===== config.mk =====
export PLATFORM = sky130hd
export DESIGN_NAME = bltb_coord_mod
export DESIGN_NICKNAME = d
export VERILOG_FILES = /design/src/hw/rtl/bltb_pkg.sv /design/src/hw/rtl/bltb_coord_mod.sv
export SDC_FILE = /design/constraint.sdc
export NUM_CORES = 1
export LEC_CHECK = 0
export BUFFER_PORTS_ARGS = -buffer_cell sky130_fd_sc_hd__buf_4
export CAP_MARGIN = 0
export CORE_MARGIN = 4
export CORE_UTILIZATION = 50
export CTS_CLUSTER_DIAMETER = 80
export CTS_CLUSTER_SIZE = 30
export DETAILED_ROUTE_END_ITERATION = 12
export MAX_ROUTING_LAYER = met4
export PLACE_DENSITY_LB_ADDON = 0.2
export SLEW_MARGIN = 20
export SYNTH_ARGS = -nofsm -noshare
export SYNTH_HDL_FRONTEND = slang
export SYNTH_SLANG_ARGS = --single-unit

===== constraint.sdc =====
create_clock -name clk -period 7.28 [get_ports clk]
set_input_delay 0.364 -clock clk [delete_from_list [all_inputs] [get_ports clk]]
set_output_delay 0.364 -clock clk [all_outputs]
set_load 0.01 [all_outputs]

===== src/hw/rtl/bltb_pkg.sv =====
// ============================================================================
// bltb_pkg
// Shared widths and register codes for the bilinear tile blend unit.
// ============================================================================
package bltb_pkg;

    // register field widths
    localparam int TILE_BITS    = 13;
    localparam int BPP_BITS     = 3;

    // texel and corner layout
    localparam int CHAN_BITS    = 8;
    localparam int PIXEL_BITS   = 32;
    localparam int NUM_CORNERS  = 4;

    // weight, divisor and numerator widths (13 x 13 product, times a texel)
    localparam int WGT_BITS     = 2 * TILE_BITS;
    localparam int NUM_BITS     = WGT_BITS + CHAN_BITS;

    // defaults for the top level parameters
    localparam int DEF_COORD_BITS   = 12;
    localparam int DEF_MAX_CHANNELS = 4;

    // register index codes
    localparam logic [1:0] REG_TILE_WIDTH  = 2'd0;
    localparam logic [1:0] REG_TILE_HEIGHT = 2'd1;
    localparam logic [1:0] REG_BPP         = 2'd2;

    // corner slots
    localparam int CORNER_UL = 0;
    localparam int CORNER_UR = 1;
    localparam int CORNER_DL = 2;
    localparam int CORNER_DR = 3;

    typedef logic [NUM_CORNERS-1:0][CHAN_BITS-1:0]  corner_chan_t;
    typedef logic [NUM_CORNERS-1:0][WGT_BITS-1:0]   corner_wgt_t;
    typedef logic [NUM_CORNERS-1:0][PIXEL_BITS-1:0] corner_pix_t;

endpackage


===== src/hw/rtl/bltb_coord_mod.sv =====
// ============================================================================
// bltb_coord_mod
// Pipelined remainder of a coordinate by the tile size, one bit per stage.
// ============================================================================
module bltb_coord_mod #(
    parameter int COORD_BITS = bltb_pkg::DEF_COORD_BITS
) (
    input  logic                           clk,
    input  logic                           adv,
    input  logic [COORD_BITS-1:0]          val_in,
    input  logic [bltb_pkg::TILE_BITS-1:0] divisor,
    output logic [COORD_BITS-1:0]          rem_out
);
    import bltb_pkg::*;

    localparam int WIDE = COORD_BITS + TILE_BITS;

    logic [COORD_BITS-1:0] rem_reg  [0:COORD_BITS-1];
    logic [COORD_BITS-1:0] rem_next [0:COORD_BITS-1];

    // stage s removes divisor shifted by bit COORD_BITS-1-s
    genvar s;
    generate
        for (s = 0; s < COORD_BITS; s++)
        begin : g_stage
            logic [COORD_BITS-1:0] src;
            logic [WIDE-1:0]       shifted;
            logic [WIDE-1:0]       src_wide;

            assign src      = (s == 0) ? val_in : rem_reg[(s == 0) ? 0 : s-1];
            assign src_wide = WIDE'(src);
            assign shifted  = WIDE'(divisor) << (COORD_BITS-1-s);

            always_comb
            begin
                if (src_wide >= shifted)
                begin
                    rem_next[s] = COORD_BITS'(src_wide - shifted);
                end
                else
                begin
                    rem_next[s] = src;
                end
            end

            always_ff @(posedge clk)
            begin
                if (adv)
                begin
                    rem_reg[s] <= rem_next[s];
                end
            end
        end
    endgenerate

    assign rem_out = rem_reg[COORD_BITS-1];

endmodule


# Yosys cells after proc, flatten, opt, wreduce, memory -nomap -nowiden
# Memories as Yosys holds them, arrays and structs flattened.
# Cells that the tools add are included.
[totals] regBits=0 mem_bits_rw=144 in_bits=27 out_inout_bits=12 wordCells=39 n_memories=1
[op_classes] addsub=12 magnitude_cmp=12 muxes=14
[mem_list] name="rem_reg" words=12 word_bits=12 rd=12 rd_clocked_by_memory_dff=0 write_ports=12 line_no="bltb_coord_mod.sv:18" source="logic [COORD_BITS-1:0] rem_reg [0:COORD_BITS-1];"
[ops] cell="12-bit 2-to-1 mux" n=12
[ops] cell="12-bit subtractor" n=12
[ops] cell="12-bit by 24-bit >= comparator with 1-bit output" n=1
[ops] cell="12-bit by 23-bit >= comparator with 1-bit output" n=1
[ops] cell="12-bit by 22-bit >= comparator with 1-bit output" n=1
[ops] cell="12-bit by 21-bit >= comparator with 1-bit output" n=1
[ops] cell="12-bit by 20-bit >= comparator with 1-bit output" n=1
[ops] cell="12-bit by 19-bit >= comparator with 1-bit output" n=1
[ops] cell="12-bit by 18-bit >= comparator with 1-bit output" n=1
[ops] cell="12-bit by 17-bit >= comparator with 1-bit output" n=1
[ops] cell="12-bit by 16-bit >= comparator with 1-bit output" n=1
[ops] cell="12-bit by 15-bit >= comparator with 1-bit output" n=1
[ops] cell="12-bit by 14-bit >= comparator with 1-bit output" n=1
[ops] cell="12-bit by 13-bit >= comparator with 1-bit output" n=1
[ops] cell="1-bit 2-to-1 mux" n=2

# Logic depth before layout (Yosys ltp)
# An unclocked memory read counts as a cell.
[depth] depth_word=3 depth_mapped=10 depth_no_buf=10

# Worst setup path after synthesis
# OpenSTA, ideal clock, no wires.
[synth_timing] path_kind="input to register" startpoint="input port divisor[1] in the netlist's numbering" endpoint="memory rem_reg[2][38] in the netlist's numbering, data pin" setup_time_ns=0.262 t_arrival_ns=2.647 t_required_ns=7.018 slack_ns=4.371 stages=9 n_path_buf=1 path_cell_list="inv_1 ha_1 nor2b_1 o31ai_1 a21oi_1 a41oi_2 a21o_1 buf_6 mux2_1"
[synth_rtl] element="from (decl)" line_no="bltb_coord_mod.sv:11" source="input logic [bltb_pkg::TILE_BITS-1:0] divisor,"
[synth_rtl] element="to (decl)" line_no="bltb_coord_mod.sv:18"

==> flow_metrics.tcl <==
set metrics [dict create \
    start_util 0.5169 \
    synth_edf_count 144 \
    cts_root_buffer "clkbuf_16" \
    powerDensity_nw_per_um2 234.1 \
    cts_resized 0 \
    ys_ff_latch 144 \
    holdCritStartpoint "val_in[6]" \
    min_path_cells 1 \
    clkSlewWorstSetupHoldPaths_ns 0.07 \
    p_leak_nw 3.807 \
    rrSetupSlack_ns 4.38 \
    max_cap_viol_count 0 \
    setup_viol 0 \
    hpwl_um 13360 \
    rr_startpoint "rem_reg[2][28]" \
    overflow 0 \
    syn_inst 692 \
    numCtsBuffers 17 \
    num_vias 5764 \
    core_area_um2 16820 \
    track_usage 0.1934 \
    vias_per_cell 5.888 \
    period_needed_ns 3.277 \
    port_buffers 38 \
    finalPower_mw 2.302 \
    die_y_um 139.9 \
    fmax_mhz 305.1 \
    dieArea_um2 19560 \
    ant_nets 0 \
    drc_errors 0 \
    largest_reg_flops 144 \
    crit_family "compound AO/OA/AOI/OAI gates" \
    peakVddDrop_mv 0.1747 \
    num_rows 47 \
    dr.pass1.iters 5 \
    diodes 0 \
    yosys_warnings 0 \
    wire_per_inst_um 18.58 \
    grt_pass1_wl_um 29010 \
    drt_iter0_markers 384 \
    syn-mean-instance-area_um2 12.56 \
    relSlewSlack 0.2830 \
    finish.instance_area_um2 9832 \
    final.setup.tns_ns 0 \
    whs_endpoint "rem_reg[0][6]" \
    finClkSkew_ns 0.007630 \
    ys_async_sr_fraction 0 \
    die_x_um 139.9 \
    worstPathMaxFanout 18 \
    antenna_found_initial 0 \
    required_ns 7.45 \
    outcome "completed" \
    synth_nets 807 \
    critical_path_class "input pin to flip-flop" \
    io_pins 39 \
    r2r_cells 7 \
    end_kind "flip-flop" \
    rsz0062_at_grt "no" \
    worstSetupStartpointType "input pin" \
    timing.rr.end "rem_reg[2][37]" \
    timing.hold.ws_ns 0.1230 \
    place_ws_ns 3.499 \
    worst-path-buf-inv 2 \
    timing.final.crit_share 0.4502 \
    tritoncts "built" \
    gp_congestion 0.9863 \
    crit_slowest_cell "inv_1" \
    hold_class "input pin to flip-flop" \
    synth_cell_types 62 \
    cts_max_level 4 \
    wl_um 18190 \
    hold_viol_final 0 \
    cts_setup_buffers 0 \
    tightest_slew_ns 1.076 \
    grt_max_degree 84 \
    drive_gt1_frac 0.1502 \
    grt_pass1_vias 5792 \
    cts.sinks 144 \
    syn_area_um2 8693 \
    ctsHoldBuffers 0 \
    worstPathCellList "buf_4, inv_1, ha_1, nor2b_1, o31ai_1, a21oi_1, a41oi_2, a21o_1, mux2_1" \
    place_area_um2 9233 \
    ys.flop_type "edfxtp_1" \
    ctsLongestPathBuffers 2 \
    setup_slack_ns 4.003 \
    cpPeakStageDelay_ns 0.69 \
    clkLatencyLatePin_ns 0.43 \
    ys_seq_area_frac 0.4974 \
    drv_slew 0 \
    area_growth_syn_to_layout_pct 13.10 \
    final_nets 861 \
    critPathArrivalTime_ns 3.45 \
]
[final cells by class]
class	instances	area, um2
fill	1384	6987
sequential	144	4324
multi-input combinational	497	4160
clock buffer	18	429.2
timing repair buffer	39	296.5
tap	220	275.3
inverter	47	176.4
clock inverter	14	170.2
[worst register-to-register path: cells and delay by family (launching register included)]
kind                       cells  cell delay [ns]
muxes                          1             0.38
AOI/OAI and AO/OA              4             0.94
adders and majority gates      1             0.39
and+or+nand+nor                1             0.51
DFF                            1             0.42
[worst max path at each step]
stage	cells after the start	start	slack (ns)	endpoint
after CTS	9	divisor[1]	3.95	rem_reg[2][37]
after floorplan	9	divisor[1]	4.37	rem_reg[2][38]
after global routing	9	divisor[1]	3.72	rem_reg[2][37]
after detailed placement	9	divisor[1]	3.50	rem_reg[2][37]
final	9	divisor[1]	4.00	rem_reg[2][37]
after global placement	9	divisor[1]	3.62	rem_reg[2][38]
[synthesized netlist by cell type (3+ instances only)]
| master | number | area share |
|---|---|---|
| a211oi_1 | 6 | 0.0052 |
| a21o_1 | 12 | 0.010 |
| nand2_1 | 25 | 0.011 |
| mux2_1 | 26 | 0.034 |
| or4_1 | 3 | 0.0026 |
| and2_1 | 3 | 0.0022 |
| nand2b_1 | 5 | 0.0036 |
| o31ai_1 | 5 | 0.0043 |
| nor2_1 | 30 | 0.013 |
| o21ai_1 | 6 | 0.0035 |
| nor2b_1 | 13 | 0.0094 |
| nand4_1 | 5 | 0.0036 |
| edfxtp_1 | 144 | 0.50 |
| o21bai_1 | 5 | 0.0043 |
| xnor2_1 | 28 | 0.028 |
| mux2_4 | 5 | 0.0086 |
| nor3_1 | 14 | 0.0081 |
| and4_1 | 3 | 0.0030 |
| a21oi_1 | 39 | 0.022 |
| mux2_2 | 28 | 0.036 |
| nand3b_1 | 4 | 0.0035 |
| o2111ai_1 | 5 | 0.0050 |
| nand3_1 | 17 | 0.0098 |
| inv_1 | 47 | 0.020 |
| a31oi_1 | 6 | 0.0043 |
| xor2_1 | 16 | 0.016 |
| nor4b_1 | 4 | 0.0040 |
| or3_1 | 3 | 0.0022 |
| ha_1 | 78 | 0.11 |
| fa_1 | 10 | 0.023 |
| nand4b_1 | 3 | 0.0030 |
| mux2i_1 | 16 | 0.018 |
| o21a_1 | 11 | 0.0095 |
| o21ai_0 | 19 | 0.011 |
| nor4_1 | 11 | 0.0079 |
[cells by family (layout without fill, tap and decap cells)]
group	count (synthesis)	count (layout)	synth area share
AOI/OAI and AO/OA	137	137	0.1048
DFF	144	144	0.4974
muxes	75	75	0.09701
adders and majority gates	88	88	0.1353
buffers and inverters	51	118	0.02404
and+or+nand+nor	153	153	0.09715
xor gates and xnor gates	44	44	0.04433
[stage by stage]
stage | utilization | instances
3_3_place_gp | 0.5490 | 947
3_5_place_dp | 0.5490 | 947
2_1_floorplan | - | 692
4_1_cts | 0.5846 | 979
5_1_grt | 0.5846 | 979
6_report | 0.5846 | 979
[where the power goes]
group	switching, mW	leakage (nW)	internal, mW
clock network	0.371	0.294	0.519
logic	0.218	2.10	0.179
registers	0.0314	1.41	0.984
total	0.621	3.81	1.68
[routing by layer]
layer | up-vias | track usage | part of all wire
met2 | 142 | 0.3335 | 0.51
met4 | 0 | 0.05456 | 0.014
met5 | - | - | 0
met1 | 2824 | 0.2292 | 0.43
li1 | 2776 | - | -
met3 | 22 | 0.04220 | 0.040
[placed cells by master, fill, tap and decap left out, drive strengths merged, types with 5 or more instances in the layout]
master	netlist	routed
mux2i	16	16
o2111ai	5	5
nor4	12	12
clkbuf	0	18
a21o	12	12
nor2b	13	13
xor2	16	16
fa	10	10
nand2	25	25
nor3	15	15
nand2b	5	5
o21ai	27	27
buf	4	39
a211oi	6	6
o21a	11	11
o21bai	5	5
nor2	30	30
nand3	17	17
a31oi	6	6
xnor2	28	28
nand4	5	5
a21oi	41	41
mux2	59	59
inv	47	56
edfxtp	144	144
ha	78	78
o31ai	5	5
Power figures use the tool's default switching activity.
