`src/hw/rtl/bltb_pkg.sv`:
```
// ============================================================================
// bltb_pkg
// Shared widths and register codes for the bilinear tile blend unit.
// ============================================================================
package bltb_pkg;

    // register field widths
    localparam int TILE_BITS    = 13;
    localparam int BPP_BITS     = 3;

    // texel and corner layout
    localparam int CHAN_BITS    = 8;
    localparam int PIXEL_BITS   = 32;
    localparam int NUM_CORNERS  = 4;

    // weight, divisor and numerator widths (13 x 13 product, times a texel)
    localparam int WGT_BITS     = 2 * TILE_BITS;
    localparam int NUM_BITS     = WGT_BITS + CHAN_BITS;

    // defaults for the top level parameters
    localparam int DEF_COORD_BITS   = 12;
    localparam int DEF_MAX_CHANNELS = 4;

    // register index codes
    localparam logic [1:0] REG_TILE_WIDTH  = 2'd0;
    localparam logic [1:0] REG_TILE_HEIGHT = 2'd1;
    localparam logic [1:0] REG_BPP         = 2'd2;

    // corner slots
    localparam int CORNER_UL = 0;
    localparam int CORNER_UR = 1;
    localparam int CORNER_DL = 2;
    localparam int CORNER_DR = 3;

    typedef logic [NUM_CORNERS-1:0][CHAN_BITS-1:0]  corner_chan_t;
    typedef logic [NUM_CORNERS-1:0][WGT_BITS-1:0]   corner_wgt_t;
    typedef logic [NUM_CORNERS-1:0][PIXEL_BITS-1:0] corner_pix_t;

endpackage

```
`src/hw/rtl/bltb_lane.sv`:
```
// ============================================================================
// bltb_lane
// One channel lane: weights times texels, then four pipelined dividers.
// ============================================================================
module bltb_lane (
    input  logic                          clk,
    input  logic                          adv,
    input  bltb_pkg::corner_chan_t        texel,
    input  bltb_pkg::corner_wgt_t         wgt,
    input  logic [bltb_pkg::WGT_BITS-1:0] den,
    output bltb_pkg::corner_chan_t        quot
);
    import bltb_pkg::*;

    localparam int QBITS = CHAN_BITS;
    localparam int WIDE  = NUM_BITS + QBITS;

    logic [NUM_BITS-1:0]  num_reg [0:NUM_CORNERS-1];
    logic [NUM_BITS-1:0]  rem_reg [0:QBITS-1][0:NUM_CORNERS-1];
    logic [QBITS-1:0]     q_reg   [0:QBITS-1][0:NUM_CORNERS-1];

    genvar c, j;
    generate
        for (c = 0; c < NUM_CORNERS; c++)
        begin : g_corner
            // numerator product
            always_ff @(posedge clk)
            begin
                if (adv)
                begin
                    num_reg[c] <= NUM_BITS'(texel[c]) * NUM_BITS'(wgt[c]);
                end
            end

            // restoring division, one quotient bit per stage
            for (j = 0; j < QBITS; j++)
            begin : g_div
                logic [NUM_BITS-1:0] src;
                logic [QBITS-1:0]    qsrc;
                logic [WIDE-1:0]     shifted;
                logic [NUM_BITS-1:0] rem_next;
                logic [QBITS-1:0]    q_next;

                assign src     = (j == 0) ? num_reg[c] : rem_reg[(j == 0) ? 0 : j-1][c];
                assign qsrc    = (j == 0) ? '0 : q_reg[(j == 0) ? 0 : j-1][c];
                assign shifted = WIDE'(den) << (QBITS-1-j);

                always_comb
                begin
                    if (WIDE'(src) >= shifted)
                    begin
                        rem_next = NUM_BITS'(WIDE'(src) - shifted);
                        q_next   = {qsrc[QBITS-2:0], 1'b1};
                    end
                    else
                    begin
                        rem_next = src;
                        q_next   = {qsrc[QBITS-2:0], 1'b0};
                    end
                end

                always_ff @(posedge clk)
                begin
                    if (adv)
                    begin
                        rem_reg[j][c] <= rem_next;
                        q_reg[j][c]   <= q_next;
                    end
                end
            end

            assign quot[c] = q_reg[QBITS-1][c];
        end
    endgenerate

endmodule

```
`config.mk`:
```
export PLATFORM = sky130hd
export DESIGN_NAME = bltb_lane
export DESIGN_NICKNAME = d
export VERILOG_FILES = /design/src/hw/rtl/bltb_pkg.sv /design/src/hw/rtl/bltb_lane.sv
export SDC_FILE = /design/constraint.sdc
export NUM_CORES = 2
export LEC_CHECK = 0
export BUFFER_PORTS_ARGS = -buffer_cell sky130_fd_sc_hd__buf_2
export CAP_MARGIN = 30
export CORE_ASPECT_RATIO = 0.7
export CORE_MARGIN = 5
export CORE_UTILIZATION = 45
export DETAILED_ROUTE_END_ITERATION = 7
export GPL_TIMING_DRIVEN = 0
export PLACE_DENSITY = 0.66
export SYNTH_ARGS = -nofsm -noshare
export SYNTH_HDL_FRONTEND = slang
export SYNTH_SLANG_ARGS = --single-unit
```
`constraint.sdc`:
```
create_clock -name clk -period 7.4 [get_ports clk]
set_clock_uncertainty 0.05 [all_clocks]
set_input_delay 1.48 -clock clk [delete_from_list [all_inputs] [get_ports clk]]
set_output_delay 1.48 -clock clk [all_outputs]
set_load 0.05 [all_outputs]
```
======== Yosys cells after proc, flatten, opt, wreduce, memory -nomap -nowiden ========
Memory sizes are Yosys's and may differ from the RTL's.
Index checks and enable logic that the tools add are counted.
operators by class
  multiply operators ...................... 4
  multiplexer cells ....................... 66
  $lt $le $gt $ge ......................... 32
  $add $sub $neg .......................... 32
operators with widths
  operator          count
  $mux W34          32
  $ge A34 B26 Y1    4
  $ge A34 B27 Y1    4
  $ge A34 B28 Y1    4
  $ge A34 B29 Y1    4
  $ge A34 B30 Y1    4
  $ge A34 B31 Y1    4
  $ge A34 B32 Y1    4
  $ge A34 B33 Y1    4
  $mul A8 B26 Y34   4
  $sub A34 B26 Y34  4
  $sub A34 B27 Y34  4
  $sub A34 B28 Y34  4
  $sub A34 B29 Y34  4
  $sub A34 B30 Y34  4
  $sub A34 B31 Y34  4
  $sub A34 B32 Y34  4
  $sub A34 B33 Y34  4
  $mux W1           34
word-level totals
  memories kept ........................... 3
  bits of input ports ..................... 164
  register bits ........................... 0
  memory bits (writable) .................. 1480
memory list
  name     depth  bits a word  read ports  clocked after memory_dff  write ports  RTL line         text
  rem_reg  8      136          7           0                         8            bltb_lane.sv:19  logic [NUM_BITS-1:0] rem_reg [0:QBITS-1][0:NUM_CORNERS-1];
  q_reg    8      32           8           0                         8            bltb_lane.sv:20  logic [QBITS-1:0] q_reg [0:QBITS-1][0:NUM_CORNERS-1];
  num_reg  4      34           4           0                         4            bltb_lane.sv:18  logic [NUM_BITS-1:0] num_reg [0:NUM_CORNERS-1];

======== Depth between registers and ports, before layout ========
An unclocked memory read counts as a cell.
  word-level depth ........................ 3
  gate-level depth with buffers ........... 22
  depth with buffers taken out ............ 21

======== Least setup slack after synthesis ========
No wires, ideal clock.
  path type ............................... input port to flip-flop
  start point ............................. in texel[18] in the netlist's numbering
  end point ............................... mem num_reg[2][33] in the netlist's numbering (data pin)
  required time ........................... 7.090 ns
  stages .................................. 21
  setup slack ............................. 0.894 ns
  buffers on the path ..................... 1
  arrival time ............................ 6.197 ns
  cells stage by stage .................... clkbuf_1 -> nand2_1 -> fa_1 -> fa_1 -> inv_1 -> fa_1 -> inv_1 -> fa_1 -> inv_1 -> ha_1 -> nand2_1 -> a211oi_1 -> o22a_1 -> a41o_1 -> a221oi_1 -> o21ai_0 -> o21ai_0 -> o311a_1 -> o21bai_1 -> a21oi_1 -> xnor2_1
RTL lines
  what             RTL line         text
  start, declared  bltb_lane.sv:8   input bltb_pkg::corner_chan_t texel,
  end, declared    bltb_lane.sv:18

==> flow_summary.toml <==
[worst_setup_path]
slowest_delay_ns = 0.57
worst-r2r-cell-count = 13
cp_cell_sequence = "buf_2, clkbuf_1, nand2_1, fa_1, fa_1, inv_1, fa_1, inv_1, fa_1, inv_1, ha_1, a21boi_0, a41oi_1, a31oi_1, a41oi_1, a211oi_1, o21ai_0, nor2b_1, a21oi_1, xor2_1"
cp_max_fo = 10
crit_path_end = "num_reg[1][31]$_DFFE_PP_"
rrSetupSlack_ns = 2.55
required_ns = 7.88
path_buf_inv = 5
r2r_end = "rem_reg[0][91]$_DFFE_PP_"
worstSetupPathDepth = 20
slowest_stage = "clkbuf_1"
crit_path_frequent_cell = "fa_1"
r2r_start = "num_reg[1][8]$_DFFE_PP_"
crit_start = "texel[12]"
crit_type = "in2reg"
setup.worst_path.start_class = "input pin"
crit_arrival_ns = 7.58
path_delay_family = "adder cells"
worstSetupEndpointType = "register"

[route]
remaining_drc_errors = 0
wl_per_cell_um = 21.6
routed_via_density = 5.87
drtIter0Drc = 9691
vias = 86800
drt_pre_antenna_iters = 6
wirelength_um = 319000
drtAntennaViolNets = 0

[floorplan]
dieArea_um2 = 254000
num_io_pins = 196
rows = 151
initial_core_util_pct = 45.3
die_h_um = 424
die_w_um = 601
core_um2 = 243000

[power_and_ir_drop]
p_int_mw = 30.8
clock_power_share_pct = 13.9
pwr-share-comb_pct = 58.3
power.density_nw_per_um2 = 449
total_power_mw = 54.2
pwr-share-seq_pct = 27.7
switching_power_mw = 23.4
p_sw_share_pct = 43.3
p_leak_nw = 50.7
peakVddDrop_mv = 0.220

[final_layout]
design_area_um2 = 121000
area_growth_pct = 9.84
largest_register_ffs = 952
drive_above_1_share_pct = 6.85
final_nets = 13300

[clocking]
ctsResizeCount = 0
postCtsHoldBufs = 0
clock_latency_ns = 0.82
cts_buffers = 146
clk_pin_slew_ns = 0.06
clock-root-buffer = "clkbuf_16"
clock_path_buffers = 4
cts_max_level = 4
cts_tree = "yes"
cts_setup_buffers = 0
clock_sink_count = 1232

[grt]
grt_max_degree = 179
grt-ovfl-total = 0
antenna_found_initial = 13
grt_use_total_pct = 24.4
grt_pass1_wl_um = 492000
grt_pass1_vias = 84000

[placed_design]
place_congestion = 0.927
place_hpwl_um = 239000
placed_cell_area_um2 = 116000
portBuffers = 188

[timing]
rsz0062_at_grt = "false"
fmax_mhz = 141
final.min_clock_period_ns = 7.10
drv_slew = 0
setup_viol = 0
finalHoldViolCount = 0
tightest_slew_ns = 1.12
relSlewSlack_pct = 25.4
finalCritPeriodShare_pct = 96.0
tns_ns = 0

[logic_synthesis]
synth_area_leaders = "edfxtp_1 (34%), ha_1 (12%), fa_1 (11%)"
synth_ff_type = "edfxtp_1"
synth_top_area_share_pct = 33.6
yosys.area.top_type = "edfxtp_1"
syn_area_um2 = 110000
ys_ff_latch = 1232
async_flop_share_pct = 0
seq_area_frac_synth_pct = 33.6
avgSynthCellArea_um2 = 9.92
syn_inst = 11100
synth-edff-count = 1232
synth_fp_nets = 12900
yosysWarnings = 0
synthDistinctLibCells = 105

[run]
max_cap_violations = 0

[min_path]
hold_class = "reg2reg"
hold_start = "q_reg[1][19]$_DFFE_PP_"
whs_path_depth = 0

[run_status]
status = "complete, no violations"
-- power by group through the flow --
stage	clock (mW)	combinational (mW)	sequential (mW)
2_1_floorplan	0	23.8	13.8
3_3_place_gp	0	30.0	15.2
3_5_place_dp	0	30.9	15.1
4_1_cts	7.71	31.1	14.9
5_1_grt	8.01	35.1	15.2
6_report	7.55	31.6	15.0
-- stage by stage --
| stage | utilization (%) | worst slack, ns | instances | hold WS, ns |
|---|---|---|---|---|
| after floorplan | - | 0.894 | 11100 | 0.350 |
| after global placement | 47.4 | -14.58 | 14500 | 0.354 |
| after detailed placement | 47.8 | -0.374 | 14500 | 0.355 |
| after CTS | 49.8 | 0.481 | 14800 | 0.365 |
| after global routing | 49.8 | 0.0375 | 14800 | 0.367 |
| final | 49.8 | 0.295 | 14800 | 0.365 |
-- cell usage after synthesis (all sizes together), types with 21 or more instances --
master and number:
nor2b 150, nor3 163, and2 692, o211ai 39
or3 51, nand2 843, a21oi 914, o21ai 643
nand2b 154, o31ai 63, or4 23, xnor2 481
a221oi 26, and4 25, edfxtp 1232, a21boi 40
nand3 167, or2 32, mux2i 32, a211oi 75
o21a 113, ha 1048, a31oi 82, nor4 67
mux2 208, o21bai 81, nand4b 23, o31a 21
nand4 124, a21o 444, clkbuf 199, buf 69
fa 604, inv 840, nor2 690, and3 59
xor2 298
-- worst min path at each step --
| stage | endpoint | slack, ns |
|---|---|---|
| global route | q_reg[1][65]$_DFFE_PP_ | 0.37 |
| CTS | q_reg[1][52]$_DFFE_PP_ | 0.37 |
| detailed placement | q_reg[1][52]$_DFFE_PP_ | 0.35 |
| floorplan | q_reg[0][105]$_DFFE_PP_ | 0.35 |
| finish | q_reg[1][52]$_DFFE_PP_ | 0.37 |
| global placement | q_reg[0][65]$_DFFE_PP_ | 0.35 |
-- cells by family after synthesis --
kind of cell | synth area share [%]
xor gates and xnor gates | 6.21
DFF | 33.6
AOI/OAI and AO/OA | 15.5
and+or+nand+nor | 15.4
adders and majority gates | 22.9
buffers and inverters | 3.89
muxes | 2.43
-- area by class of cell --
type,count,area [um^2]
fillers,21900,122000
multi-input cells,8743,68700
flip-flops and latches,1232,37000
well taps,3213,4020
clock buffers,169,3800
inverters,841,3220
repair buffers,222,1850
plain buffers,268,1120
clock inverters,82,1070
diodes,3,7.51
-- layout by cell type, fill, tap and decap left out, types with 35 or more instances in the layout --
cell,n
and3_1,59
ha_1,1048
o31ai_1,63
o211ai_1,38
nor4_1,67
nand2b_1,154
and2_1,692
a21boi_0,35
xnor2_1,481
nand4_1,124
a21oi_1,912
a211oi_1,73
mux2_2,189
nor2b_1,150
inv_1,814
nand3_1,166
nor2_1,689
xor2_1,298
nor3_1,163
o21ai_0,622
a21o_1,444
o21a_1,113
clkbuf_1,216
fa_1,604
buf_2,219
nand2_1,843
edfxtp_1,1232
clkbuf_16,149
o21bai_1,81
a31oi_1,81
or3_1,51
-- routing by layer --
metal  global-route usage [%]  wire (um)
met2                     35.3     131000
met1                     37.3     150000
met4                     6.30       8910
met5                        0         65
met3                     4.42      29400
Note: power is estimated with default switching activity, not from simulation.
